File: config.mk
export PLATFORM = sky130hd
export DESIGN_NAME = tcw_ctrl_flat
export DESIGN_NICKNAME = d
export VERILOG_FILES = /design/src/rtl/tcw_pkg.sv /design/src/rtl/tcw_if.sv /design/src/rtl/tcw_ctrl.sv /design/src/flat_wrapper.sv
export SDC_FILE = /design/constraint.sdc
export NUM_CORES = 1
export LEC_CHECK = 0
export ABC_AREA = 1
export BUFFER_PORTS_ARGS = -buffer_cell sky130_fd_sc_hd__buf_2
export CORE_MARGIN = 5
export CORE_UTILIZATION = 55
export CTS_BUF_LIST = sky130_fd_sc_hd__clkbuf_4 sky130_fd_sc_hd__clkbuf_8
export DETAILED_ROUTE_END_ITERATION = 10
export PLACE_DENSITY_LB_ADDON = 0.15
export SETUP_SLACK_MARGIN = 0.5
export SLEW_MARGIN = 10
export SYNTH_ARGS = -nofsm -noshare
export SYNTH_HDL_FRONTEND = slang
export SYNTH_SLANG_ARGS = --single-unit
File: constraint.sdc
create_clock -name i_clk -period 7.8 [get_ports i_clk]
set_input_delay 1.17 -clock i_clk [delete_from_list [all_inputs] [get_ports i_clk]]
set_output_delay 1.17 -clock i_clk [all_outputs]
set_load 0.005 [all_outputs]
File: src/rtl/tcw_pkg.sv
// Shared types and constants of the text console character writer.
// Depends on nothing; used by the interfaces and all modules.
package tcw_pkg;

    localparam int CMD_W      = 2;
    localparam int CHAR_W     = 8;
    localparam int RROW_W     = 5;
    localparam int RCOL_W     = 7;
    localparam int CELL_W     = 16;
    localparam int COL_W      = 8;
    localparam int ROW_W      = 6;
    localparam int ATTR_W     = 8;
    localparam int CFG_IDX_W  = 2;
    localparam int CFG_DATA_W = 8;

    localparam logic [CMD_W-1:0] CMD_PUT   = 2'd0;
    localparam logic [CMD_W-1:0] CMD_READ  = 2'd1;
    localparam logic [CMD_W-1:0] CMD_CLEAR = 2'd2;

    localparam logic [CHAR_W-1:0] CH_NUL = 8'h00;
    localparam logic [CHAR_W-1:0] CH_BS  = 8'h08;
    localparam logic [CHAR_W-1:0] CH_LF  = 8'h0A;
    localparam logic [CHAR_W-1:0] CH_CR  = 8'h0D;

    localparam logic [CFG_IDX_W-1:0] REG_WIDTH  = 2'd0;
    localparam logic [CFG_IDX_W-1:0] REG_HEIGHT = 2'd1;
    localparam logic [CFG_IDX_W-1:0] REG_ATTR   = 2'd2;

    localparam logic [COL_W-1:0]  WIDTH_RESET  = 8'd80;
    localparam logic [ROW_W-1:0]  HEIGHT_RESET = 6'd25;
    localparam logic [ATTR_W-1:0] ATTR_RESET   = 8'h0F;

    typedef struct packed {
        logic [COL_W-1:0]  cols;
        logic [ROW_W-1:0]  rows;
        logic [ATTR_W-1:0] attr;
    } t_cfg;

endpackage

File: src/rtl/tcw_if.sv
// Valid/ready channels of the text console writer: command words in, result words out.
// Depends on tcw_pkg for the field widths.
interface tcw_in_if;
    logic                          valid;
    logic                          ready;
    logic [tcw_pkg::CMD_W-1:0]     command;
    logic [tcw_pkg::CHAR_W-1:0]    char_code;
    logic [tcw_pkg::RROW_W-1:0]    read_row;
    logic [tcw_pkg::RCOL_W-1:0]    read_col;

    modport source (output valid, command, char_code, read_row, read_col, input ready);
    modport sink (input valid, command, char_code, read_row, read_col, output ready);
endinterface

interface tcw_out_if;
    logic                          valid;
    logic                          ready;
    logic [tcw_pkg::CELL_W-1:0]    cell_value;
    logic [tcw_pkg::COL_W-1:0]     cursor_col;
    logic [tcw_pkg::ROW_W-1:0]     cursor_row;

    modport source (output valid, cell_value, cursor_col, cursor_row, input ready);
    modport sink (input valid, cell_value, cursor_col, cursor_row, output ready);
endinterface

File: src/rtl/tcw_ctrl.sv
// Command sequencer: cursor, wrap and scroll, memory walks, output register.
// Depends on tcw_pkg, tcw_if and the screen memory ports.
module tcw_ctrl #(
    parameter int DEPTH = 4096,
    parameter int AW    = 12
) (
    input  logic                       i_clk,
    input  logic                       i_rst_n,
    input  tcw_pkg::t_cfg              i_cfg,
    tcw_in_if.sink                     i_in,
    tcw_out_if.source                  o_out,
    output logic                       o_ram_we,
    output logic [AW-1:0]              o_ram_waddr,
    output logic [tcw_pkg::CELL_W-1:0] o_ram_wdata,
    output logic [AW-1:0]              o_ram_raddr,
    input  logic [tcw_pkg::CELL_W-1:0] i_ram_rdata
);

    localparam int IW = AW + 1;
    localparam int PW = tcw_pkg::ROW_W + tcw_pkg::COL_W;

    typedef enum logic [3:0] {
        S_INIT, S_IDLE, S_DECODE, S_MOVE, S_FILL, S_CHAR, S_RDWAIT, S_CLEAR, S_DONE
    } t_state;

    t_state                        r_state, n_state;
    logic [IW-1:0]                 r_idx, n_idx;
    logic [IW-1:0]                 r_keep, n_keep;
    logic [IW-1:0]                 r_total, n_total;
    logic [tcw_pkg::CMD_W-1:0]     r_cmd, n_cmd;
    logic [tcw_pkg::CHAR_W-1:0]    r_char, n_char;
    logic [tcw_pkg::RROW_W-1:0]    r_row, n_row;
    logic [tcw_pkg::RCOL_W-1:0]    r_col, n_col;
    logic [tcw_pkg::COL_W-1:0]     r_cx, n_cx;
    logic [tcw_pkg::ROW_W-1:0]     r_cy, n_cy;
    logic [tcw_pkg::CELL_W-1:0]    r_cell, n_cell;
    logic                          r_out_valid, n_out_valid;
    logic [tcw_pkg::CELL_W-1:0]    r_out_cell, n_out_cell;
    logic [tcw_pkg::COL_W-1:0]     r_out_col, n_out_col;
    logic [tcw_pkg::ROW_W-1:0]     r_out_row, n_out_row;

    logic                          wrap;
    logic [tcw_pkg::COL_W-1:0]     cx_w;
    logic [tcw_pkg::ROW_W-1:0]     cy_w;
    logic [tcw_pkg::COL_W-1:0]     bs_x;
    logic [PW-1:0]                 cur_base;
    logic [PW-1:0]                 rd_addr;

    always_comb begin
        wrap     = (r_cx >= i_cfg.cols);
        cx_w     = wrap ? '0 : r_cx;
        cy_w     = wrap ? r_cy + 1'b1 : r_cy;
        bs_x     = (r_cx != '0) ? r_cx - 1'b1 : r_cx;
        cur_base = PW'(r_cy) * PW'(i_cfg.cols);
        rd_addr  = PW'(r_row) * PW'(i_cfg.cols) + PW'(r_col);

        n_state     = r_state;
        n_idx       = r_idx;
        n_keep      = r_keep;
        n_total     = r_total;
        n_cmd       = r_cmd;
        n_char      = r_char;
        n_row       = r_row;
        n_col       = r_col;
        n_cx        = r_cx;
        n_cy        = r_cy;
        n_cell      = r_cell;
        n_out_valid = r_out_valid && !o_out.ready;
        n_out_cell  = r_out_cell;
        n_out_col   = r_out_col;
        n_out_row   = r_out_row;

        o_ram_we    = 1'b0;
        o_ram_waddr = r_idx[AW-1:0];
        o_ram_wdata = '0;
        o_ram_raddr = r_idx[AW-1:0] + AW'(i_cfg.cols);

        unique case (r_state)
            S_INIT: begin
                o_ram_we = 1'b1;
                n_idx    = r_idx + 1'b1;
                if (r_idx == IW'(DEPTH - 1)) begin
                    n_state = S_IDLE;
                end
            end
            S_IDLE: begin
                if (i_in.valid) begin
                    n_cmd   = i_in.command;
                    n_char  = i_in.char_code;
                    n_row   = i_in.read_row;
                    n_col   = i_in.read_col;
                    n_cell  = '0;
                    n_state = S_DECODE;
                end
            end
            S_DECODE: begin
                n_keep  = IW'(PW'(i_cfg.cols) * PW'(i_cfg.rows - 1'b1));
                n_total = IW'(PW'(i_cfg.cols) * PW'(i_cfg.rows));
                n_idx   = '0;
                n_state = S_DONE;
                case (r_cmd)
                    tcw_pkg::CMD_PUT: begin
                        if (r_char != tcw_pkg::CH_NUL) begin
                            n_cx = cx_w;
                            n_cy = cy_w;
                            if (cy_w >= i_cfg.rows) begin
                                n_state = S_MOVE;
                            end else begin
                                n_state = S_CHAR;
                            end
                        end
                    end
                    tcw_pkg::CMD_READ: begin
                        o_ram_raddr = AW'(rd_addr);
                        if (tcw_pkg::ROW_W'(r_row) < i_cfg.rows
                                && tcw_pkg::COL_W'(r_col) < i_cfg.cols) begin
                            n_state = S_RDWAIT;
                        end
                    end
                    tcw_pkg::CMD_CLEAR: begin
                        n_state = S_CLEAR;
                    end
                    default: begin
                        n_state = S_DONE;
                    end
                endcase
            end
            S_MOVE: begin
                o_ram_waddr = r_idx[AW-1:0] - 1'b1;
                o_ram_wdata = i_ram_rdata;
                o_ram_we    = (r_idx != '0);
                if (r_idx == r_keep) begin
                    n_state = S_FILL;
                end else begin
                    n_idx = r_idx + 1'b1;
                end
            end
            S_FILL: begin
                o_ram_we = 1'b1;
                n_idx    = r_idx + 1'b1;
                if (r_idx == r_total - 1'b1) begin
                    n_cy    = i_cfg.rows - 1'b1;
                    n_state = S_CHAR;
                end
            end
            S_CHAR: begin
                n_state = S_DONE;
                case (r_char)
                    tcw_pkg::CH_LF: begin
                        n_cy = r_cy + 1'b1;
                        n_cx = '0;
                    end
                    tcw_pkg::CH_CR: begin
                        n_cx = '0;
                    end
                    tcw_pkg::CH_BS: begin
                        n_cx        = bs_x;
                        o_ram_we    = 1'b1;
                        o_ram_waddr = AW'(cur_base + PW'(bs_x));
                        o_ram_wdata = {i_cfg.attr, tcw_pkg::CH_NUL};
                    end
                    default: begin
                        n_cx        = r_cx + 1'b1;
                        o_ram_we    = 1'b1;
                        o_ram_waddr = AW'(cur_base + PW'(r_cx));
                        o_ram_wdata = {i_cfg.attr, r_char};
                    end
                endcase
            end
            S_RDWAIT: begin
                n_cell  = i_ram_rdata;
                n_state = S_DONE;
            end
            S_CLEAR: begin
                o_ram_we = 1'b1;
                n_idx    = r_idx + 1'b1;
                if (r_idx == r_total - 1'b1) begin
                    n_state = S_DONE;
                end
            end
            S_DONE: begin
                if (!r_out_valid || o_out.ready) begin
                    n_out_valid = 1'b1;
                    n_out_cell  = r_cell;
                    n_out_col   = r_cx;
                    n_out_row   = r_cy;
                    n_state     = S_IDLE;
                end
            end
            default: begin
                n_state = S_INIT;
            end
        endcase
    end

    always_ff @(posedge i_clk) begin
        if (!i_rst_n) begin
            r_state     <= S_INIT;
            r_idx       <= '0;
            r_cx        <= '0;
            r_cy        <= '0;
            r_out_valid <= 1'b0;
        end else begin
            r_state     <= n_state;
            r_idx       <= n_idx;
            r_cx        <= n_cx;
            r_cy        <= n_cy;
            r_out_valid <= n_out_valid;
        end
        r_keep     <= n_keep;
        r_total    <= n_total;
        r_cmd      <= n_cmd;
        r_char     <= n_char;
        r_row      <= n_row;
        r_col      <= n_col;
        r_cell     <= n_cell;
        r_out_cell <= n_out_cell;
        r_out_col  <= n_out_col;
        r_out_row  <= n_out_row;
    end

    assign i_in.ready       = (r_state == S_IDLE);
    assign o_out.valid      = r_out_valid;
    assign o_out.cell_value = r_out_cell;
    assign o_out.cursor_col = r_out_col;
    assign o_out.cursor_row = r_out_row;

endmodule

File: src/flat_wrapper.sv
// flat-port wrapper written by rule: the top's interface ports become plain ports
module tcw_ctrl_flat 
#(
    parameter int DEPTH = 4096,
    parameter int AW    = 12
)
  (i_clk, i_rst_n, i_cfg, o_ram_we, o_ram_waddr, o_ram_wdata, o_ram_raddr, i_ram_rdata, i_in_valid, i_in_command, i_in_char_code, i_in_read_row, i_in_read_col, i_in_ready, o_out_valid, o_out_cell_value, o_out_cursor_col, o_out_cursor_row, o_out_ready);
  tcw_in_if i_in_i ();
  tcw_out_if o_out_i ();
  input  logic i_clk;
  input  logic i_rst_n;
  input  tcw_pkg::t_cfg i_cfg;
  output logic o_ram_we;
  output logic [AW-1:0] o_ram_waddr;
  output logic [tcw_pkg::CELL_W-1:0] o_ram_wdata;
  output logic [AW-1:0] o_ram_raddr;
  input  logic [tcw_pkg::CELL_W-1:0] i_ram_rdata;
  input wire logic [$bits(i_in_i.valid)-1:0] i_in_valid;
  input wire logic [$bits(i_in_i.command)-1:0] i_in_command;
  input wire logic [$bits(i_in_i.char_code)-1:0] i_in_char_code;
  input wire logic [$bits(i_in_i.read_row)-1:0] i_in_read_row;
  input wire logic [$bits(i_in_i.read_col)-1:0] i_in_read_col;
  output wire logic [$bits(i_in_i.ready)-1:0] i_in_ready;
  output wire logic [$bits(o_out_i.valid)-1:0] o_out_valid;
  output wire logic [$bits(o_out_i.cell_value)-1:0] o_out_cell_value;
  output wire logic [$bits(o_out_i.cursor_col)-1:0] o_out_cursor_col;
  output wire logic [$bits(o_out_i.cursor_row)-1:0] o_out_cursor_row;
  input wire logic [$bits(o_out_i.ready)-1:0] o_out_ready;
  assign i_in_i.valid = i_in_valid;
  assign i_in_i.command = i_in_command;
  assign i_in_i.char_code = i_in_char_code;
  assign i_in_i.read_row = i_in_read_row;
  assign i_in_i.read_col = i_in_read_col;
  assign i_in_ready = i_in_i.ready;
  assign o_out_valid = o_out_i.valid;
  assign o_out_cell_value = o_out_i.cell_value;
  assign o_out_cursor_col = o_out_i.cursor_col;
  assign o_out_cursor_row = o_out_i.cursor_row;
  assign o_out_i.ready = o_out_ready;
  tcw_ctrl #(.DEPTH(DEPTH), .AW(AW)) u_core (.i_clk(i_clk), .i_rst_n(i_rst_n), .i_cfg(i_cfg), .i_in(i_in_i), .o_out(o_out_i), .o_ram_we(o_ram_we), .o_ram_waddr(o_ram_waddr), .o_ram_wdata(o_ram_wdata), .o_ram_raddr(o_ram_raddr), .i_ram_rdata(i_ram_rdata));
endmodule
Yosys cells after proc, flatten, opt, wreduce, memory -nomap -nowiden
Cells that the tools add are included.
- register bits after elaboration: 126
- input bits: 64
- word-level logic and storage cells: 123
- add/sub/neg operators: 12
- $mul: 4
- $lt $le $gt $ge: 4
- equality and inequality tests: 27
- muxes and demuxes: 37
- reductions and logical operators: 24
- operators by type and width (operator ; number):
    case mux 16 bit (2 select lines) ; 3
    case mux 12 bit (2 select lines) ; 2
    case mux 13 bit (3 select lines) ; 1
    adder 12 x 8 -> 12 bit ; 3
    2-to-1 mux 4 bit ; 8
    2-to-1 mux 8 bit ; 4
    case mux 4 bit (8 select lines) ; 1
    case mux 8 bit (2 select lines) ; 2
    2-to-1 mux 6 bit ; 5
    == test 13 bit ; 2
    == test 8 x 4 -> 1 bit, second input constant ; 3
    2-to-1 mux 12 bit ; 2
    case mux 6 bit (3 select lines) ; 1
    == test 4 x 3 -> 1 bit, second input constant ; 4
    2-to-1 mux 16 bit ; 1
    inequality test 2 x 1 -> 1 bit, second input constant ; 8
    nonzero test 8 bit ; 2
    multiplier 8 x 14 -> 13 bit ; 1
    adder 13 x 1 -> 13 bit, second input constant ; 1
    == test 13 x 12 -> 1 bit, second input constant ; 1
    multiplier 8 x 6 -> 13 bit ; 1
    2-to-1 mux 13 bit ; 1
    nonzero test 13 bit ; 1
    subtractor 13 x 1 -> 13 bit, second input constant ; 1
    36 further kinds ; 49

Depth between registers and ports, before layout
Gate-level depths: netlist (run 1).
- word-level depth: 7
- mapped depth: 27

Worst setup path before layout (run 1)
OpenSTA, ideal clock, no wires.
- path kind: input to output
- start point: input port i_cfg[14] (netlist bit)
- end point: output port o_ram_waddr[11]
- data arrival time: 5.295 ns
- data required time: 6.630 ns
- slack: 1.335 ns
- cell stages on the path: 26
- path buffers: 2
- cell sequence: clkbuf_1 -> buf_1 -> nand2_1 -> fa_1 -> fa_1 -> fa_1 -> inv_1 -> ha_1 -> nand2_1 -> nand3_1 -> xor2_1 -> inv_1 -> ha_1 -> inv_1 -> o21bai_1 -> a21oi_1 -> nand2_1 -> nand2_1 -> nand2_1 -> nand2_1 -> nor2_1 -> nand2_1 -> nand2_1 -> nand3_1 -> nand2_1 -> nand2_1
- longest elaborated chain between the ends: 4
- ends and longest elaborated chain (item ; RTL line ; source):
    start: declaration ; flat_wrapper.sv:12 ; input tcw_pkg::t_cfg i_cfg;
    multiplier 6 x 8 -> 12 bit (*) ; tcw_ctrl.sv:54 ; cur_base = PW'(r_cy) * PW'(i_cfg.cols);
    adder 12 x 8 -> 12 bit, on equally long branches ; tcw_ctrl.sv:165, tcw_ctrl.sv:159 ;
    case mux 12 bit (2 select lines) (*) ; tcw_ctrl.sv:148 ; case (r_char)
    case mux 12 bit (2 select lines) (*) ; tcw_ctrl.sv:78 ; unique case (r_state)
    end: declaration ; flat_wrapper.sv:14 ; output logic [AW-1:0] o_ram_waddr;
Mark *: on every way between the ends. The rest lies on a longest branch, timed or not.

Final worst setup path (run 1)
- start point: input port i_cfg[17] (netlist bit)
- end point: output port o_ram_waddr[8]
The elaborated chain is that of the path after synthesis.

==> flow_summary.ini, run 1 <==
[outcome]
status = finished, final reports clean

[setup_path]
crit_path_end_kind = output port
crit_arrival_ns = 5.74
start_kind = primary input
r2r_cells = 17
rrSetupSlack_ns = 4.23
crit_required_ns = 6.63
crit_fanout = 21
regToRegStartpoint = u_core.r_cx[3]
path_class = in2out
r2r-end = u_core.r_state[2]

[pwr]
power_density_nw_per_um2 = 164
p_leak_uw = 0.00842
irDropWorstVdd_v = 0.000111
total_power_uw = 2610

[clocking]
cts_hold_buf = 0
cts_setup_buffers = 0
tritoncts = built
clkTransAtPathRegs_ns = 0.09
post_cts_resized = 0
numCtsBuffers = 17
clock-root-buffer = clkbuf_8
cts.sinks = 126
clockBufferDepth = 2
clkLatencyLatePin_ns = 0.47
htreeDepth = 4

[yosys]
synth_nets = 2245
netlist_area_sq_um = 14600
yosys_warnings = 0
synth_area_per_cell_sq_um = 7.55
ys_ff_latch = 126
synth_cells = 1937
synth-main-ff-cell = edfxtp_1
synth_top_cell_by_area = edfxtp_1
ys_types = 55
yosysTopAreaCellShare = 0.193
synth-edff-count = 94
yosysSeqAreaShare = 0.237
synth_top_cells_by_area = edfxtp_1 19%, fa_1 16%, nand2_1 11%
async_flop_share = 0

[global_route]
grt_max_degree = 35
grt_usage = 0.276
first_global_vias = 12800
antenna_found_initial = 0
grt_pass1_wl_mm = 66.3
grt_remaining_overflow = 0

[job]
max_cap_violations = 0

[routing]
post_drt_wl_per_cell_um = 17.3
drt_first_iter_violations = 1027
ant_nets = 0
wl_mm = 41.2
drtPass1Iterations = 5
dr_total_vias = 12900
drcViolationCount = 0
via_per_inst = 5.40

[floorplanning]
die-area_sq_um = 30000
dieWidth_um = 173
coreArea_sq_um = 26100
core.rowCount = 59
start_util = 0.560
dieHeight_um = 173
ios = 137

[hold_path]
min_to = u_core.o_out.cell_value[3]
hp-start = u_core.r_cell[3]
hold_path_class = reg2reg
whs_path_depth = 0

[sta]
fmax_ghz = 0.145
period_needed_ns = 6.91
grt_setup_unrepaired = no
hold_violations = 0
skew_ns = 0.0147
tightest_slew_ns = 0.967
slew_violations = 0
setup_tns_ns = 0
final-setup-viol-count = 0
timing.final.crit_share = 0.886
slew_headroom = 0.353

[layout]
layout.cells.most_common_list = 433 x nand2_1, 400 x inv_1, 151 x nor2_1
areaGrowthSynthToFinish_pct = 8.95
layout-drive-gt1-share = 0.123
antenna_cells = 0
final_common_cell = nand2_1
fin_nets = 2347

[placed_design]
io_buffers = 136
dp_hpwl_mm = 33.0
gp_congestion = 0.940
==> registers in the layout (all words and copies together) (netlist names), 5 cells and up <==
| name | cells |
|---|---|
| u_core.r_keep | 13 |
| u_core.r_row | 5 |
| u_core.r_cell | 16 |
| u_core.r_char | 8 |
| u_core.r_col | 7 |
| u_core.o_out.cursor_col | 8 |
| u_core.r_idx | 13 |
| u_core.o_out.cursor_row | 6 |
| u_core.o_out.cell_value | 16 |
| u_core.r_total | 13 |
| u_core.r_cx | 8 |
| u_core.r_cy | 6 |
==> synth_stat cells (all sizes together) (2+ instances only) <==
cell and instances:
ha 129, o211ai 5, xor2 54, a21oi 87
nand4 26, o221ai 3, nand2 442, edfxtp 94
o21ai 82, nor4 5, a31oi 4, nand3 98
o31ai 2, nor3 24, clkbuf 32, a32oi 2
o2111ai 4, xnor2 31, or2 8, o22ai 13
o21bai 5, inv 421, dfxtp 32, a21o 3
o2bb2ai 2, fa 115, buf 34, o21a 2
nor2 170
==> logic make-up (layout without fill, tap and decap cells) <==
group | after synthesis | count (layout) | share of synthesized area
compound gates | 220 | 220 | 0.0857
xor+xnor | 85 | 85 | 0.0509
fa+ha+maj | 244 | 244 | 0.268
buf+inv | 487 | 602 | 0.129
flops | 126 | 126 | 0.237
simple gates | 775 | 775 | 0.230
==> worst max-delay path, stage by stage <==
cell and delay, ns:
buf_2 0.40, nand2_1 0.10, inv_1 0.09, fa_1 0.44, fa_1 0.55, inv_1 0.05, fa_1 0.52, inv_1 0.04
ha_1 0.35, a21oi_1 0.22, nand2_1 0.11, xnor2_1 0.14, inv_1 0.06, ha_1 0.32, a21oi_1 0.14, o21ai_0 0.10
a21oi_1 0.21, xnor2_1 0.11, nand2_1 0.07, o21ai_0 0.06, o21ai_0 0.31, buf_2 0.18
==> how the worst max path moves through the flow <==
stage	startpoint	end	slack, ns	cells after the start
floorplan	i_cfg[14]	o_ram_waddr[11]	1.33	26
finish	i_cfg[17]	o_ram_waddr[8]	0.89	22
global route	i_cfg[18]	o_ram_waddr[8]	0.58	22
global placement	i_cfg[17]	o_ram_waddr[8]	1.06	22
detailed placement	i_cfg[17]	o_ram_waddr[10]	0.97	22
CTS	i_cfg[17]	o_ram_waddr[10]	0.98	22
==> power breakdown <==
group,internal [uW],leakage [uW],total (uW),switching [uW]
sequential,788,0.00112,834,45.9
clock,296,0.000206,626,330
combinational,422,0.00709,1150,728
==> area by class of cell <==
| cell class | count | area (sq um) |
|---|---|---|
| inverters | 421 | 1580 |
| multi-input cells | 1324 | 9290 |
| flip-flops and latches | 126 | 3460 |
| clock inverters | 15 | 171 |
| repair buffers | 149 | 778 |
| clock buffers | 17 | 234 |
| fillers | 2414 | 10200 |
| well taps | 335 | 419 |
==> metrics by stage <==
step	instances	area, sq um	utilization	worst slack, ns	hold slack, ns
after floorplan	1937	14600	-	1.33	0.400
after global placement	2355	15500	0.594	1.06	0.401
after detailed placement	2355	15500	0.594	0.973	0.405
after CTS	2387	15900	0.610	0.977	0.421
after global routing	2387	15900	0.610	0.582	0.423
final	2387	15900	0.610	0.886	0.416
==> per-layer routing <==
metal  vias to the layer above  track usage  part of all wire
met2                       500        0.454              0.46
li1                       6260            -                 -
met4                         0       0.0881             0.031
met5                         -            0                 0
met3                        82       0.0572             0.076
met1                      6056        0.368              0.43
Note: power is estimated with default switching activity, not from simulation.
==> run 2, diff against run 1 <==
==> constraint.sdc (replaced) <==
create_clock -name i_clk -period 7.8 [get_ports i_clk]
set_input_delay 0.78 -clock i_clk [delete_from_list [all_inputs] [get_ports i_clk]]
set_output_delay 0.78 -clock i_clk [all_outputs]
set_load 0.005 [all_outputs]
==> flow_summary.ini, run 2 (same netlist as run 1, synthesis figures left out) <==
[setup_path]
crit_arrival_ns = 5.39
crit_path_end_kind = output port
crit_fanout = 21
crit_required_ns = 7.02
path_class = in2out
start_kind = primary input

[sta]
final-setup-viol-count = 0
timing.hold.ws_ns = 0.426
grt_setup_unrepaired = no
tightest_slew_ns = 0.983
slew_violations = 0
skew_ns = 0.0210
fmax_ghz = 0.162
period_needed_ns = 6.17
hold_violations = 0
slew_headroom = 0.343
timing.final.crit_share = 0.791
setup_tns_ns = 0

[floorplanning]
die-area_sq_um = 30000
start_util = 0.560
dieWidth_um = 173
dieHeight_um = 173
core.rowCount = 59
ios = 137
coreArea_sq_um = 26100

[routing]
wl_mm = 40.5
drt_first_iter_violations = 1128
ant_nets = 0
via_per_inst = 5.41
post_drt_wl_per_cell_um = 17.1
drtPass1Iterations = 6
dr_total_vias = 12900
drcViolationCount = 0

[placed_design]
place_area_sq_um = 15500
gp_congestion = 0.931
dpl.cell_count = 2346
io_buffers = 136
dp_hpwl_mm = 32.1

[layout]
areaGrowthSynthToFinish_pct = 8.27
stdcell_area_sq_um = 15800
fin_nets = 2338
fin_cells = 2378
layout-drive-gt1-share = 0.119
layout.cells.most_common_list = 433 x nand2_1, 400 x inv_1, 151 x nor2_1
fillers = 2428
final_common_cell = nand2_1
antenna_cells = 0

[global_route]
grt_remaining_overflow = 0
grt_usage = 0.272
first_global_vias = 12600
grt_max_degree = 35
antenna_found_initial = 1
grt_pass1_wl_mm = 66.2

[clocking]
cts_setup_buffers = 0
cts.sinks = 126
htreeDepth = 4
clock-root-buffer = clkbuf_8
cts_hold_buf = 0
tritoncts = built
post_cts_resized = 0
clkTransAtPathRegs_ns = 0.10
clockBufferDepth = 2
clkLatencyLatePin_ns = 0.46
numCtsBuffers = 17

[hold_path]
hold_path_class = reg2reg

[job]
max_cap_violations = 0

[pwr]
irDropWorstVdd_v = 0.000167
p_leak_uw = 0.00835
power_density_nw_per_um2 = 160

[outcome]
status = finished, final reports clean
[run 2: cell count changes in the layout (fill, tap and decap cells not counted)]
cell	before	now
buf_4	13	4
bufinv_16	2	0
clkinv_1	1	0
clkinv_2	1	0
clkinvlp_4	1	3
inv_8	3	5
[run 2: routing by layer]
layer	wire, um	vias to the layer above	GRT usage	part of all wire
li1	-	6257	-	-
met1	17600	5980	0.373	0.43
met2	18300	542	0.439	0.45
met3	3650	74	0.0555	0.090
met4	1000	2	0.0838	0.025
met5	13	-	0	0.00032
[run 2: worst paths after layout]
check	from	end	slack, ns	depth (start not counted)
worst max-delay path	i_cfg[17]	o_ram_waddr[10]	1.63	22
worst min-delay path	u_core.r_cell[11]	u_core.o_out.cell_value[11]	0.43	0
worst max register to register	u_core.r_cx[3]	u_core.r_state[2]	4.14	18
worst min register to register	u_core.r_cell[11]	u_core.o_out.cell_value[11]	0.43	0
[run 2: layout make-up]
cell class,count,area [sq um],share of cell area
clock inverters,15,140,0.00885
well taps,335,419,0.0265
flip-flops and latches,126,3460,0.219
inverters,421,1580,0.0998
repair buffers,140,711,0.0449
clock buffers,17,234,0.0148
multi-input cells,1324,9290,0.587
[run 2: metrics by stage]
stage / util / power [uW] / setup WS [ns]
2_1_floorplan: - / 1670 / 2.11
3_3_place_gp: 0.592 / 1930 / 1.81
3_5_place_dp: 0.592 / 1960 / 1.71
4_1_cts: 0.606 / 2540 / 1.70
5_1_grt: 0.606 / 2740 / 1.40
6_report: 0.606 / 2530 / 1.63
[run 2: worst max-delay path, stage by stage]
cell	delay (ns)
buf_2	0.41
nand2_1	0.12
inv_1	0.10
fa_1	0.44
fa_1	0.55
inv_1	0.06
fa_1	0.53
inv_1	0.04
ha_1	0.36
a21oi_1	0.20
nand2_1	0.12
xnor2_1	0.20
inv_1	0.07
ha_1	0.34
nand2_1	0.08
o21ai_0	0.15
a21oi_1	0.08
nor3_1	0.27
nor2_1	0.06
o21ai_0	0.16
nand2_1	0.10
buf_2	0.15
[run 2: report_power, final]
group	switching (uW)	internal, uW
sequential	49.7	788
combinational	700	420
clock	336	237
